**src/rtl/core/hkee_pkg.sv**
```systemverilog
// Package for the HID keyboard event extractor.
// Types, event layout and modifier constants shared by hkee_diff, hkee_serializer and the top level.
// No dependencies.
`timescale 1ns / 1ps
`default_nettype none

package hkee_pkg;

  localparam int KEY_SLOTS = 6;
  localparam int MOD_EVENTS = 6;
  localparam int N_EVENTS = MOD_EVENTS + 2 * KEY_SLOTS;

  localparam logic [7:0] CODE_CTRL = 8'hE0;
  localparam logic [7:0] CODE_SHIFT = 8'hE1;
  localparam logic [7:0] CODE_ALT = 8'hE2;

  // Modifier groups in emit order: shift, ctrl, alt
  localparam logic [2:0][7:0] GROUP_MASK = {8'h44, 8'h11, 8'h22};

  // Event slots 0..5: release/press per group
  localparam logic [MOD_EVENTS-1:0][7:0] MOD_CODE = {
    CODE_ALT, CODE_ALT, CODE_CTRL, CODE_CTRL, CODE_SHIFT, CODE_SHIFT
  };

  typedef logic [7:0] keycode_t;
  typedef logic [KEY_SLOTS-1:0][7:0] key_arr_t;
  typedef logic [N_EVENTS-1:0] event_mask_t;

  // Event layout: modifiers, then key releases, then key presses
  localparam event_mask_t PRESS_SEL = {{KEY_SLOTS{1'b1}}, {KEY_SLOTS{1'b0}}, 6'b101010};

  typedef struct packed {
    event_mask_t mask;
    key_arr_t    prior_keys;
    key_arr_t    new_keys;
  } hkee_batch_t;

endpackage

`default_nettype wire

```
**src/rtl/core/hkee_if.sv**
```systemverilog
// Channel interfaces of the HID keyboard event extractor: report in, event out.
// No dependencies.
`timescale 1ns / 1ps
`default_nettype none

interface hkee_in_if;
  logic       valid;
  logic       ready;
  logic [7:0] modifier_bits;
  logic [7:0] key_slot_0;
  logic [7:0] key_slot_1;
  logic [7:0] key_slot_2;
  logic [7:0] key_slot_3;
  logic [7:0] key_slot_4;
  logic [7:0] key_slot_5;

  modport source (
    output valid, modifier_bits, key_slot_0, key_slot_1, key_slot_2,
           key_slot_3, key_slot_4, key_slot_5,
    input  ready
  );
  modport sink (
    input  valid, modifier_bits, key_slot_0, key_slot_1, key_slot_2,
           key_slot_3, key_slot_4, key_slot_5,
    output ready
  );
endinterface

interface hkee_out_if;
  logic       valid;
  logic       ready;
  logic [7:0] event_key;
  logic       is_press;
  logic       last_event;

  modport source (
    output valid, event_key, is_press, last_event,
    input  ready
  );
  modport sink (
    input  valid, event_key, is_press, last_event,
    output ready
  );
endinterface

`default_nettype wire

```
**src/rtl/core/hkee_diff.sv**
```systemverilog
// Report compare: builds the event mask of a new report against the prior one.
// Depends on hkee_pkg.
`timescale 1ns / 1ps
`default_nettype none

module hkee_diff (
  input  wire logic [7:0]         mods,
  input  wire hkee_pkg::key_arr_t keys,
  input  wire logic [7:0]         prior_mods,
  input  wire hkee_pkg::key_arr_t prior_keys,
  output hkee_pkg::hkee_batch_t   batch
);
  import hkee_pkg::*;

  logic [7:0]           released;
  logic [7:0]           pressed;
  logic [KEY_SLOTS-1:0] rel_key;
  logic [KEY_SLOTS-1:0] prs_key;
  logic [KEY_SLOTS-1:0] in_new;
  logic [KEY_SLOTS-1:0] in_prior;

  assign released = prior_mods & ~mods;
  assign pressed  = mods & ~prior_mods;

  always_comb begin
    for (int s = 0; s < KEY_SLOTS; s++) begin
      in_new[s]   = 1'b0;
      in_prior[s] = 1'b0;
      for (int t = 0; t < KEY_SLOTS; t++) begin
        if (keys[t] == prior_keys[s]) in_new[s] = 1'b1;
        if (prior_keys[t] == keys[s]) in_prior[s] = 1'b1;
      end
      rel_key[s] = (prior_keys[s] != 8'h00) && !in_new[s];
      prs_key[s] = (keys[s] != 8'h00) && !in_prior[s];
    end
  end

  always_comb begin
    batch.mask = '0;
    for (int g = 0; g < 3; g++) begin
      batch.mask[2*g]   = |(released & GROUP_MASK[g]);
      batch.mask[2*g+1] = |(pressed & GROUP_MASK[g]);
    end
    batch.mask[MOD_EVENTS +: KEY_SLOTS]             = rel_key;
    batch.mask[MOD_EVENTS + KEY_SLOTS +: KEY_SLOTS] = prs_key;
    batch.prior_keys = prior_keys;
    batch.new_keys   = keys;
  end

endmodule

`default_nettype wire

```
**src/rtl/core/hkee_serializer.sv**
```systemverilog
// Event serializer: holds one report's event mask and emits the lowest pending
// event into the output register per cycle it is free. Depends on hkee_pkg, hkee_if.
`timescale 1ns / 1ps
`default_nettype none

module hkee_serializer (
  input  wire logic                  clk,
  input  wire logic                  rst_n,
  input  wire logic                  load_valid,
  output logic                       load_ready,
  input  wire hkee_pkg::hkee_batch_t load_batch,
  hkee_out_if.source                 out_evt
);
  import hkee_pkg::*;

  event_mask_t                 mask_r, mask_nxt;
  key_arr_t                    prior_r, new_r;
  logic                        out_valid_r, out_valid_nxt;
  keycode_t                    key_r;
  logic                        press_r;
  logic                        last_r;

  logic                        pending;
  logic                        out_free;
  logic                        advance;
  event_mask_t                 onehot;
  event_mask_t                 rest;
  logic [N_EVENTS-1:0][7:0]    codes;
  keycode_t                    sel_code;

  assign pending  = |mask_r;
  assign out_free = !out_valid_r || out_evt.ready;
  assign advance  = pending && out_free;
  assign onehot   = mask_r & (~mask_r + 1'b1);
  assign rest     = mask_r & ~onehot;
  assign load_ready = !pending || (advance && (rest == '0));

  always_comb begin
    for (int i = 0; i < MOD_EVENTS; i++) codes[i] = MOD_CODE[i];
    for (int s = 0; s < KEY_SLOTS; s++) begin
      codes[MOD_EVENTS + s]             = prior_r[s];
      codes[MOD_EVENTS + KEY_SLOTS + s] = new_r[s];
    end
    sel_code = '0;
    for (int i = 0; i < N_EVENTS; i++) begin
      sel_code = sel_code | ({8{onehot[i]}} & codes[i]);
    end
  end

  always_comb begin
    mask_nxt = mask_r;
    if (load_valid && load_ready) begin
      mask_nxt = load_batch.mask;
    end else if (advance) begin
      mask_nxt = rest;
    end
    out_valid_nxt = out_valid_r;
    if (out_free) begin
      out_valid_nxt = advance;
    end
  end

  always_ff @(posedge clk) begin
    if (!rst_n) begin
      mask_r      <= '0;
      out_valid_r <= 1'b0;
    end else begin
      mask_r      <= mask_nxt;
      out_valid_r <= out_valid_nxt;
    end
  end

  always_ff @(posedge clk) begin
    if (load_valid && load_ready) begin
      prior_r <= load_batch.prior_keys;
      new_r   <= load_batch.new_keys;
    end
    if (advance) begin
      key_r   <= sel_code;
      press_r <= |(onehot & PRESS_SEL);
      last_r  <= (rest == '0);
    end
  end

  assign out_evt.valid      = out_valid_r;
  assign out_evt.event_key  = key_r;
  assign out_evt.is_press   = press_r;
  assign out_evt.last_event = last_r;

endmodule

`default_nettype wire

```
**src/rtl/core/hid_keyboard_event_extractor_unit.sv**
```systemverilog
// HID boot keyboard report to key event converter, top level.
// Depends on hkee_pkg, hkee_if, hkee_diff, hkee_serializer.
//
// Each accepted boot keyboard report is compared against the previous report
// (all zero after reset) and turned into up to 18 key events: merged shift
// (E1), ctrl (E0) and alt (E2) release/press, then releases of dropped keys
// in slot order, then presses of new keys in slot order; last_event marks a
// report's final event. Events leave at one per cycle from a registered
// output while the sink is ready. A report holds the serializer until
// its last event moves to the output register; the next report is taken
// in that cycle. A report with no events produces no output.
`timescale 1ns / 1ps
`default_nettype none

module hid_keyboard_event_extractor_unit (
  input  wire logic  clk,
  input  wire logic  rst_n,
  hkee_in_if.sink    in_rpt,
  hkee_out_if.source out_evt
);
  import hkee_pkg::*;

  logic [7:0]  prior_mods_r, prior_mods_nxt;
  key_arr_t    prior_keys_r, prior_keys_nxt;
  key_arr_t    keys;
  hkee_batch_t batch;
  logic        load_ready;
  logic        accept;

  assign keys = {in_rpt.key_slot_5, in_rpt.key_slot_4, in_rpt.key_slot_3,
                 in_rpt.key_slot_2, in_rpt.key_slot_1, in_rpt.key_slot_0};

  assign in_rpt.ready = load_ready;
  assign accept = in_rpt.valid && load_ready;

  hkee_diff u_diff (
    .mods       (in_rpt.modifier_bits),
    .keys       (keys),
    .prior_mods (prior_mods_r),
    .prior_keys (prior_keys_r),
    .batch      (batch)
  );

  hkee_serializer u_ser (
    .clk        (clk),
    .rst_n      (rst_n),
    .load_valid (in_rpt.valid),
    .load_ready (load_ready),
    .load_batch (batch),
    .out_evt    (out_evt)
  );

  always_comb begin
    prior_mods_nxt = prior_mods_r;
    prior_keys_nxt = prior_keys_r;
    if (accept) begin
      prior_mods_nxt = in_rpt.modifier_bits;
      prior_keys_nxt = keys;
    end
  end

  always_ff @(posedge clk) begin
    if (!rst_n) begin
      prior_mods_r <= '0;
      prior_keys_r <= '0;
    end else begin
      prior_mods_r <= prior_mods_nxt;
      prior_keys_r <= prior_keys_nxt;
    end
  end

endmodule

`default_nettype wire
```
**src/flat_wrapper.sv**
```systemverilog
// flat-port wrapper written by rule: the top's interface ports become plain ports
module hid_keyboard_event_extractor_unit_flat import hkee_pkg::*;
  (clk, rst_n, in_rpt_valid, in_rpt_modifier_bits, in_rpt_key_slot_0, in_rpt_key_slot_1, in_rpt_key_slot_2, in_rpt_key_slot_3, in_rpt_key_slot_4, in_rpt_key_slot_5, in_rpt_ready, out_evt_valid, out_evt_event_key, out_evt_is_press, out_evt_last_event, out_evt_ready);
  hkee_in_if in_rpt_i ();
  hkee_out_if out_evt_i ();
  input  wire logic clk;
  input  wire logic rst_n;
  input wire logic [$bits(in_rpt_i.valid)-1:0] in_rpt_valid;
  input wire logic [$bits(in_rpt_i.modifier_bits)-1:0] in_rpt_modifier_bits;
  input wire logic [$bits(in_rpt_i.key_slot_0)-1:0] in_rpt_key_slot_0;
  input wire logic [$bits(in_rpt_i.key_slot_1)-1:0] in_rpt_key_slot_1;
  input wire logic [$bits(in_rpt_i.key_slot_2)-1:0] in_rpt_key_slot_2;
  input wire logic [$bits(in_rpt_i.key_slot_3)-1:0] in_rpt_key_slot_3;
  input wire logic [$bits(in_rpt_i.key_slot_4)-1:0] in_rpt_key_slot_4;
  input wire logic [$bits(in_rpt_i.key_slot_5)-1:0] in_rpt_key_slot_5;
  output wire logic [$bits(in_rpt_i.ready)-1:0] in_rpt_ready;
  output wire logic [$bits(out_evt_i.valid)-1:0] out_evt_valid;
  output wire logic [$bits(out_evt_i.event_key)-1:0] out_evt_event_key;
  output wire logic [$bits(out_evt_i.is_press)-1:0] out_evt_is_press;
  output wire logic [$bits(out_evt_i.last_event)-1:0] out_evt_last_event;
  input wire logic [$bits(out_evt_i.ready)-1:0] out_evt_ready;
  assign in_rpt_i.valid = in_rpt_valid;
  assign in_rpt_i.modifier_bits = in_rpt_modifier_bits;
  assign in_rpt_i.key_slot_0 = in_rpt_key_slot_0;
  assign in_rpt_i.key_slot_1 = in_rpt_key_slot_1;
  assign in_rpt_i.key_slot_2 = in_rpt_key_slot_2;
  assign in_rpt_i.key_slot_3 = in_rpt_key_slot_3;
  assign in_rpt_i.key_slot_4 = in_rpt_key_slot_4;
  assign in_rpt_i.key_slot_5 = in_rpt_key_slot_5;
  assign in_rpt_ready = in_rpt_i.ready;
  assign out_evt_valid = out_evt_i.valid;
  assign out_evt_event_key = out_evt_i.event_key;
  assign out_evt_is_press = out_evt_i.is_press;
  assign out_evt_last_event = out_evt_i.last_event;
  assign out_evt_i.ready = out_evt_ready;
  hid_keyboard_event_extractor_unit u_core (.clk(clk), .rst_n(rst_n), .in_rpt(in_rpt_i), .out_evt(out_evt_i));
endmodule
```
**config.mk**
```make
export PLATFORM = sky130hd
export DESIGN_NAME = hid_keyboard_event_extractor_unit_flat
export DESIGN_NICKNAME = d
export VERILOG_FILES = /design/src/rtl/core/hkee_pkg.sv /design/src/rtl/core/hkee_if.sv /design/src/rtl/core/hkee_diff.sv /design/src/rtl/core/hkee_serializer.sv /design/src/rtl/core/hid_keyboard_event_extractor_unit.sv /design/src/flat_wrapper.sv
export SDC_FILE = /design/constraint.sdc
export NUM_CORES = 1
export LEC_CHECK = 0
export ABC_AREA = 1
export BUFFER_PORTS_ARGS = -buffer_cell sky130_fd_sc_hd__clkbuf_2
export CAP_MARGIN = 20
export CORE_UTILIZATION = 60
export CTS_CLUSTER_SIZE = 12
export DETAILED_ROUTE_END_ITERATION = 8
export PLACE_DENSITY = 0.79
export SLEW_MARGIN = 20
export SYNTH_ARGS = -nofsm -noshare
export SYNTH_HDL_FRONTEND = slang
export SYNTH_SLANG_ARGS = --single-unit
```
**constraint.sdc**
```tcl
create_clock -name clk -period 3.1 [get_ports clk]
set_clock_uncertainty 0.1 [all_clocks]
set_input_delay 0.31 -clock clk [delete_from_list [all_inputs] [get_ports clk]]
set_output_delay 0.31 -clock clk [all_outputs]
set_load 0.02 [all_outputs]
```
# ---- Yosys cells after proc, flatten, opt, wreduce, memory -nomap -nowiden
# Cells that the tools add are included.
# Widths: inputs -> output; s select.
dict set report classes {
  add_sub_neg 1
  n_eq_ne 72
  n_reduce_logical 53
  bitwise 37
  mux 74
}
# operator n
set ops {}
lappend ops {{$eq 8x8->1} 72}
lappend ops {{$or 8x8->8} 17}
lappend ops {{$and 8x8->8} 12}
lappend ops {{$reduce_bool 8->1} 12}
lappend ops {{$mux 1} 72}
lappend ops {{$and 18x18->18} 2}
lappend ops {{$mux 18} 2}
lappend ops {{$not 18->18} 2}
lappend ops {{$add 18x1->18 const B} 1}
lappend ops {{$logic_not 18->1} 1}
lappend ops {{$reduce_or 18->1} 1}
lappend ops {{$logic_and 1x1->1} 15}
lappend ops {{$and 7x7->7} 2}
lappend ops {{$logic_not 1->1} 14}
lappend ops {{$not 7->7} 2}
lappend ops {{$reduce_or 2->1} 6}
lappend ops {{$reduce_or 9->1} 1}
lappend ops {{$logic_or 1x1->1} 2}
lappend ops {{$reduce_bool 2->1} 1}
dict set report totals {
  in_bits 60
  register_bits 180
  out_inout_bits 12
  elab_cells 261
}

# ---- Depth between registers and ports, before layout
dict set report logic_depth {
  depth_word 20
  ltp_mapped 18
  ltp_nobuf 17
}

# ---- Modules after synthesis
# From an unflattened synthesis, not the netlist that was laid out.
dict set report hier_totals {
  hier_cells 2288
  hier_area_um2 13945.9
}
# mod cells_per_inst area_each_um2 n_inst seq_area_each_um2
set by_module_without_submodules {}
lappend by_module_without_submodules {hkee_diff 1472 6428.7 1 0.0}
lappend by_module_without_submodules {hkee_serializer 461 5218.8 1 3563.4}
lappend by_module_without_submodules {hid_keyboard_event_extractor_unit 355 2298.5 1 1121.1}

# ---- Least setup slack after synthesis
# Ideal clock, no wire load.
dict set report synth_path {
  path_kind {register to register}
  startpoint {reg u_core.u_ser.mask_r[0]}
  endpoint {reg u_core.u_ser.new_r, in the netlist u_core.u_ser.codes[100], enable pin}
  slack_ns 0.346
  period_less_slack_ns 2.754
  stages_incl_launch_ff 15
  t_required_ns 2.612
  setup_time_ns 0.388
  arrival_time_ns 2.265
  path_buffers 1
  path_cell_list {dfxtp_1 > nor2_4 > nand2_2 > nor2_4 > nand2_1 > nand2_1 > nand2_1 > nor2_1 > nand2_1 > nor2_2 > nand2_1 > nand2_4 > nand2_4 > inv_2 > buf_4}
}
dict set report synth_via {
  elab_chain_len 9
  elab_cells_between_ends 12
  cone_classes {add/sub (1); bitwise (4); reduce/logical (7)}
}
# item line
set synth_rtl {}
lappend synth_rtl {{start: declaration} hkee_serializer.sv:16} ;# event_mask_t mask_r, mask_nxt;
lappend synth_rtl {{start signal: assignment} hkee_serializer.sv:68} ;# mask_r <= mask_nxt;
lappend synth_rtl {{$not 18->18} hkee_serializer.sv:34} ;# assign onehot = mask_r & (~mask_r + 1'b1);
lappend synth_rtl {{$add 18x1->18} hkee_serializer.sv:34}
lappend synth_rtl {{$and 18x18->18} hkee_serializer.sv:34}
lappend synth_rtl {{$not 18->18} hkee_serializer.sv:35} ;# assign rest = mask_r & ~onehot;
lappend synth_rtl {{$and 18x18->18} hkee_serializer.sv:35}
lappend synth_rtl {{$logic_not 18->1} hkee_serializer.sv:36} ;# assign load_ready = !pending || (advance && (rest == '0));
lappend synth_rtl {{$logic_and 1x1->1} hkee_serializer.sv:36}
lappend synth_rtl {{$logic_or 1x1->1 *} hkee_serializer.sv:36}
lappend synth_rtl {{via in_rpt_ready} flat_wrapper.sv:16} ;# output wire logic [$bits(in_rpt_i.ready)-1:0] in_rpt_ready;
lappend synth_rtl {{$logic_and 1x1->1 *} hkee_serializer.sv:74} ;# if (load_valid && load_ready) begin
lappend synth_rtl {{end signal: assignment} hkee_serializer.sv:76} ;# new_r <= load_batch.new_keys;
lappend synth_rtl {{end: declaration} hkee_serializer.sv:17} ;# key_arr_t prior_r, new_r;
# Mark *: on every way through the listed nets, which the timed path passes. The rest lies on a longest branch.
# A chain may end at the register's enable or synchronous reset.

# ---- Worst setup path after layout
dict set report layout_path {
  startpoint {reg u_core.u_ser.mask_r[0]}
  endpoint {reg u_core.prior_keys_r[43] (netlist bit)}
}
dict set report layout_via {
  elab_chain_len 9
  elab_cells_between_ends 12
  cone_classes {add/sub (1); bitwise (4); reduce/logical (7)}
}
# item line
set layout_rtl {}
lappend layout_rtl {{$not 18->18} hkee_serializer.sv:34}
lappend layout_rtl {{$add 18x1->18} hkee_serializer.sv:34}
lappend layout_rtl {{$and 18x18->18} hkee_serializer.sv:34}
lappend layout_rtl {{$not 18->18} hkee_serializer.sv:35}
lappend layout_rtl {{$and 18x18->18} hkee_serializer.sv:35}
lappend layout_rtl {{$logic_not 18->1} hkee_serializer.sv:36}
lappend layout_rtl {{$logic_and 1x1->1} hkee_serializer.sv:36}
lappend layout_rtl {{$logic_or 1x1->1 *} hkee_serializer.sv:36}
lappend layout_rtl {{$logic_and 1x1->1 *} hid_keyboard_event_extractor_unit.sv:34} ;# assign accept = in_rpt.valid && load_ready;
lappend layout_rtl {{end signal: assignment} hid_keyboard_event_extractor_unit.sv:68} ;# prior_keys_r <= prior_keys_nxt;
lappend layout_rtl {{end: declaration} hid_keyboard_event_extractor_unit.sv:24} ;# key_arr_t prior_keys_r, prior_keys_nxt;
# Mark *: on every way between the ends. The rest lies on a longest branch, timed or not.

==> reports/qor.tcl <==
set qor(synth_enable_flop_cells) 106
set qor(final_common_cell) {sky130_fd_sc_hd__nand2_1}
set qor(timing.slew.headroom) 0.365
set qor(worstSkewPairLatency_ns) 0.44
set qor(postCtsHoldBufs) 0
set qor(core_area_mm2) 0.0181
set qor(port_buf_inserts) 69
set qor(area.growth.synth_to_final_pct) 7.59
set qor(synth_top_area_share) 0.284
set qor(rr_startpoint) {u_core.u_ser.mask_r[0]}
set qor(failed_checks) {design-rule violations}
set qor(grt_first_pass_wirelength_um) 57600
set qor(dr.pass1.iters) 9
set qor(clk_pin_slew_worst_paths_ns) 0.07
set qor(postSynth.asyncResetShare) 0
set qor(cts_tree) {yes}
set qor(setup_tns_final_ns) 0
set qor(cts_setup_buffers) 0
set qor(drt_iter0_markers) 1697
set qor(synth_cells) 1494
set qor(groute.usage.overall) 0.401
set qor(p_switching_mw) 4.68
set qor(detail-route-antenna-nets) 0
set qor(result_of_the_run) {finished, violations left}
set qor(setup_viol_count_final) 0
set qor(global_route.overflow_total) 0
set qor(synth_cell_type_count) 37
set qor(routed_wirelength_um) 37900
set qor(grt_pass1_vias) 9671
set qor(period_needed_ns) 2.80
set qor(final_cell_mix) {sky130_fd_sc_hd__nand2_1 (451), sky130_fd_sc_hd__a21oi_1 (111), sky130_fd_sc_hd__inv_1 (107), sky130_fd_sc_hd__edfxtp_1 (106), sky130_fd_sc_hd__nand4_1 (84)}
set qor(final_layout_size_suffix_gt1_frac) 0.0957
set qor(synth_fp_nets) 1554
set qor(clockRootBuffer) {sky130_fd_sc_hd__clkbuf_16}
set qor(timing.reg2reg.setup_slack_ns) 0.30
set qor(routed-via-count) 10696
set qor(timing.critical_path.from_type) {flop}
set qor(clockPowerShare) 0.194
set qor(switching_share) 0.434
set qor(worst-endpoint-arrival_ns) 2.99
set qor(worst_hold_path.num_cells) 4
set qor(die_w_um) 139
set qor(hp-start) {out_evt_ready}
set qor(clock_path_buffers) 2
set qor(initial_utilization) 0.618
set qor(place_congestion) 1.06
set qor(tritoncts_num_sinks) 179
set qor(tightest_slew_ns) 0.953
set qor(cell_internal_pwr_mw) 6.10
set qor(synth.avg_cell_area_um2) 7.50
set qor(leakage_nw) 5.02
set qor(seq_total_area_yosys) 0.414
set qor(post-synth-top-area-cell) {sky130_fd_sc_hd__edfxtp_1}
set qor(regToRegEndpoint) {u_core.prior_keys_r[43]}
set qor(grt_max_degree) 98
set qor(power_frac_comb) 0.400
set qor(wire_per_inst_um) 22.0
set qor(post-dp-hpwl_um) 27100
set qor(die-height_um) 139
set qor(hold_violations) 0
set qor(final_min_period_over_clock_period) 0.905
set qor(power.share.sequential) 0.406
set qor(post-route-drc-count) 10
set qor(ctsResizeCount) 0
set qor(setup_repair_after_global_routing_missed_its_margin) {no}
set qor(path_cells) {nor2_4, nand2_2, o21ai_1, nand2_1, nor2_1, nand3_1, nor2_2, nand2_1, nand2_4, nand2_4, buf_4, o21ai_0, a21oi_1}
set qor(fill_cells) 1557
set qor(netlist_area_mm2) 0.0112
set qor(max_freq_mhz) 357
set qor(htree_levels) 4
set qor(ios) 72
set qor(min_path_type) {primary input to flop}
set qor(worst_hold_slack_ns) 0.0832
set qor(power_density_mw_per_mm2) 893
set qor(synth_warnings) 0
set qor(setup.worst_path.class) {flop to flop}
set qor(cp_max_fo) 97
set qor(synth_seq_cells) 179
set qor(netlist_top_cells_area) {sky130_fd_sc_hd__edfxtp_1 (28%), sky130_fd_sc_hd__nand2_1 (15%), sky130_fd_sc_hd__dfxtp_1 (13%)}
set qor(drv_cap) 0
set qor(timing.hold.worst_endpoint) {u_core.u_ser.out_evt.valid}
set qor(route.detailed.vias_per_inst) 6.21
set qor(finalMaxSlewViolations) 0
set qor(finish.net_count) 1541
set qor(slowest_stage) {sky130_fd_sc_hd__buf_4}
set qor(timing.critical_path.slowest_cell_delay_ns) 0.40
set qor(grt_antenna_before_repair) 0
set qor(fp.dieArea_mm2) 0.0192
set qor(cts_inserted_buffers) 17
set qor(maximum_vdd_drop_v) 0.000694
set qor(postSynth.topFlopCell) {sky130_fd_sc_hd__edfxtp_1}
set qor(cp_data_required_time_ns) 3.28
set qor(rows) 49
set qor(worst_setup_path_end_kind) {flop}
set qor(antennaDiodeCount) 0
set qor(worst-r2r-cell-count) 13
layer usage:
layer	global-route usage	routed length [um]
met5	0	0
met4	0.227	2270
met3	0.0849	4390
met2	0.606	16500
met1	0.536	14700
critical path: cells and delay by family (launching register included):
| family | cells | cell delay (ns) |
|---|---|---|
| flip-flops | 1 | 0.36 |
| buffers and inverters | 1 | 0.40 |
| AND/OR/NAND/NOR | 9 | 1.14 |
| AO/OA/AOI/OAI | 3 | 0.61 |
state kept, by name (all words and copies together) (netlist names):
| signal | count |
|---|---|
| u_core.u_ser.out_evt.last_event | 1 |
| u_core.u_ser.out_evt.event_key | 8 |
| u_core.prior_keys_r | 48 |
| u_core.prior_mods_r | 6 |
| u_core.u_ser.codes | 96 |
| u_core.u_ser.out_evt.is_press | 1 |
| u_core.u_ser.out_evt.valid | 1 |
| u_core.u_ser.mask_r | 18 |
how the worst max path moves through the flow:
stage                           start                 endpoint  cells after the start
2_1_floorplan  u_core.u_ser.mask_r[0]  u_core.u_ser.codes[100]                     14
3_3_place_gp   u_core.u_ser.mask_r[0]   u_core.u_ser.codes[82]                     14
3_5_place_dp   u_core.u_ser.mask_r[0]  u_core.prior_keys_r[36]                     15
4_1_cts        u_core.u_ser.mask_r[0]  u_core.prior_keys_r[36]                     15
5_1_grt        u_core.u_ser.mask_r[0]  u_core.prior_keys_r[43]                     13
6_report       u_core.u_ser.mask_r[0]  u_core.prior_keys_r[43]                     13
power groups by stage:
stage / Combinational, mW / Clock (mW) / Sequential (mW)
2_1_floorplan: 3.19 / 0 / 4.09
3_3_place_gp: 4.07 / 0 / 4.35
3_5_place_dp: 4.18 / 0 / 4.39
4_1_cts: 4.21 / 2.10 / 4.34
5_1_grt: 4.70 / 2.20 / 4.45
6_report: 4.31 / 2.09 / 4.37
cells in the mapped netlist, types with 5 or more instances:
cell / instances
sky130_fd_sc_hd__clkbuf_1: 103
sky130_fd_sc_hd__nor4_1: 30
sky130_fd_sc_hd__a21oi_1: 111
sky130_fd_sc_hd__nor2_1: 80
sky130_fd_sc_hd__edfxtp_1: 106
sky130_fd_sc_hd__or2_2: 10
sky130_fd_sc_hd__o21ai_0: 49
sky130_fd_sc_hd__nor3_1: 5
sky130_fd_sc_hd__a22o_1: 10
sky130_fd_sc_hd__nand2_1: 451
sky130_fd_sc_hd__nand4_1: 84
sky130_fd_sc_hd__xor2_1: 83
sky130_fd_sc_hd__o21ai_1: 27
sky130_fd_sc_hd__xnor2_1: 58
sky130_fd_sc_hd__a221oi_1: 21
sky130_fd_sc_hd__nand3_1: 43
sky130_fd_sc_hd__dfxtp_1: 73
sky130_fd_sc_hd__inv_1: 107
metrics by stage:
step / power (mW) / area, um2 / setup WS [ns] / cells / util
2_1_floorplan: 7.28 / 11200 / 0.346 / 1494 / -
3_3_place_gp: 8.43 / 11500 / 0.461 / 1691 / 0.633
3_5_place_dp: 8.57 / 11500 / 0.364 / 1691 / 0.633
4_1_cts: 10.6 / 12100 / 0.366 / 1723 / 0.665
5_1_grt: 11.4 / 12100 / 0.0738 / 1723 / 0.665
6_report: 10.8 / 12100 / 0.296 / 1723 / 0.665
logic make-up (layout without fill, tap and decap cells):
logic type	count (synthesis)	after routing	synth area share
and+or+nand+nor	720	720	0.282
DFF	179	179	0.414
AOI/OAI and AO/OA	227	227	0.114
xor gates and xnor gates	141	141	0.110
buffers and inverters	227	227	0.0800
cell type report:
type / instances / area (um2) / area share
sequential: 179 / 4640 / 0.385
clock buffer: 17 / 425 / 0.0353
tap: 229 / 287 / 0.0238
multi-input combinational: 1088 / 5670 / 0.470
timing repair buffer: 82 / 468 / 0.0388
inverter: 113 / 427 / 0.0354
clock inverter: 15 / 141 / 0.0117
Note: power is estimated with default switching activity, not from simulation.
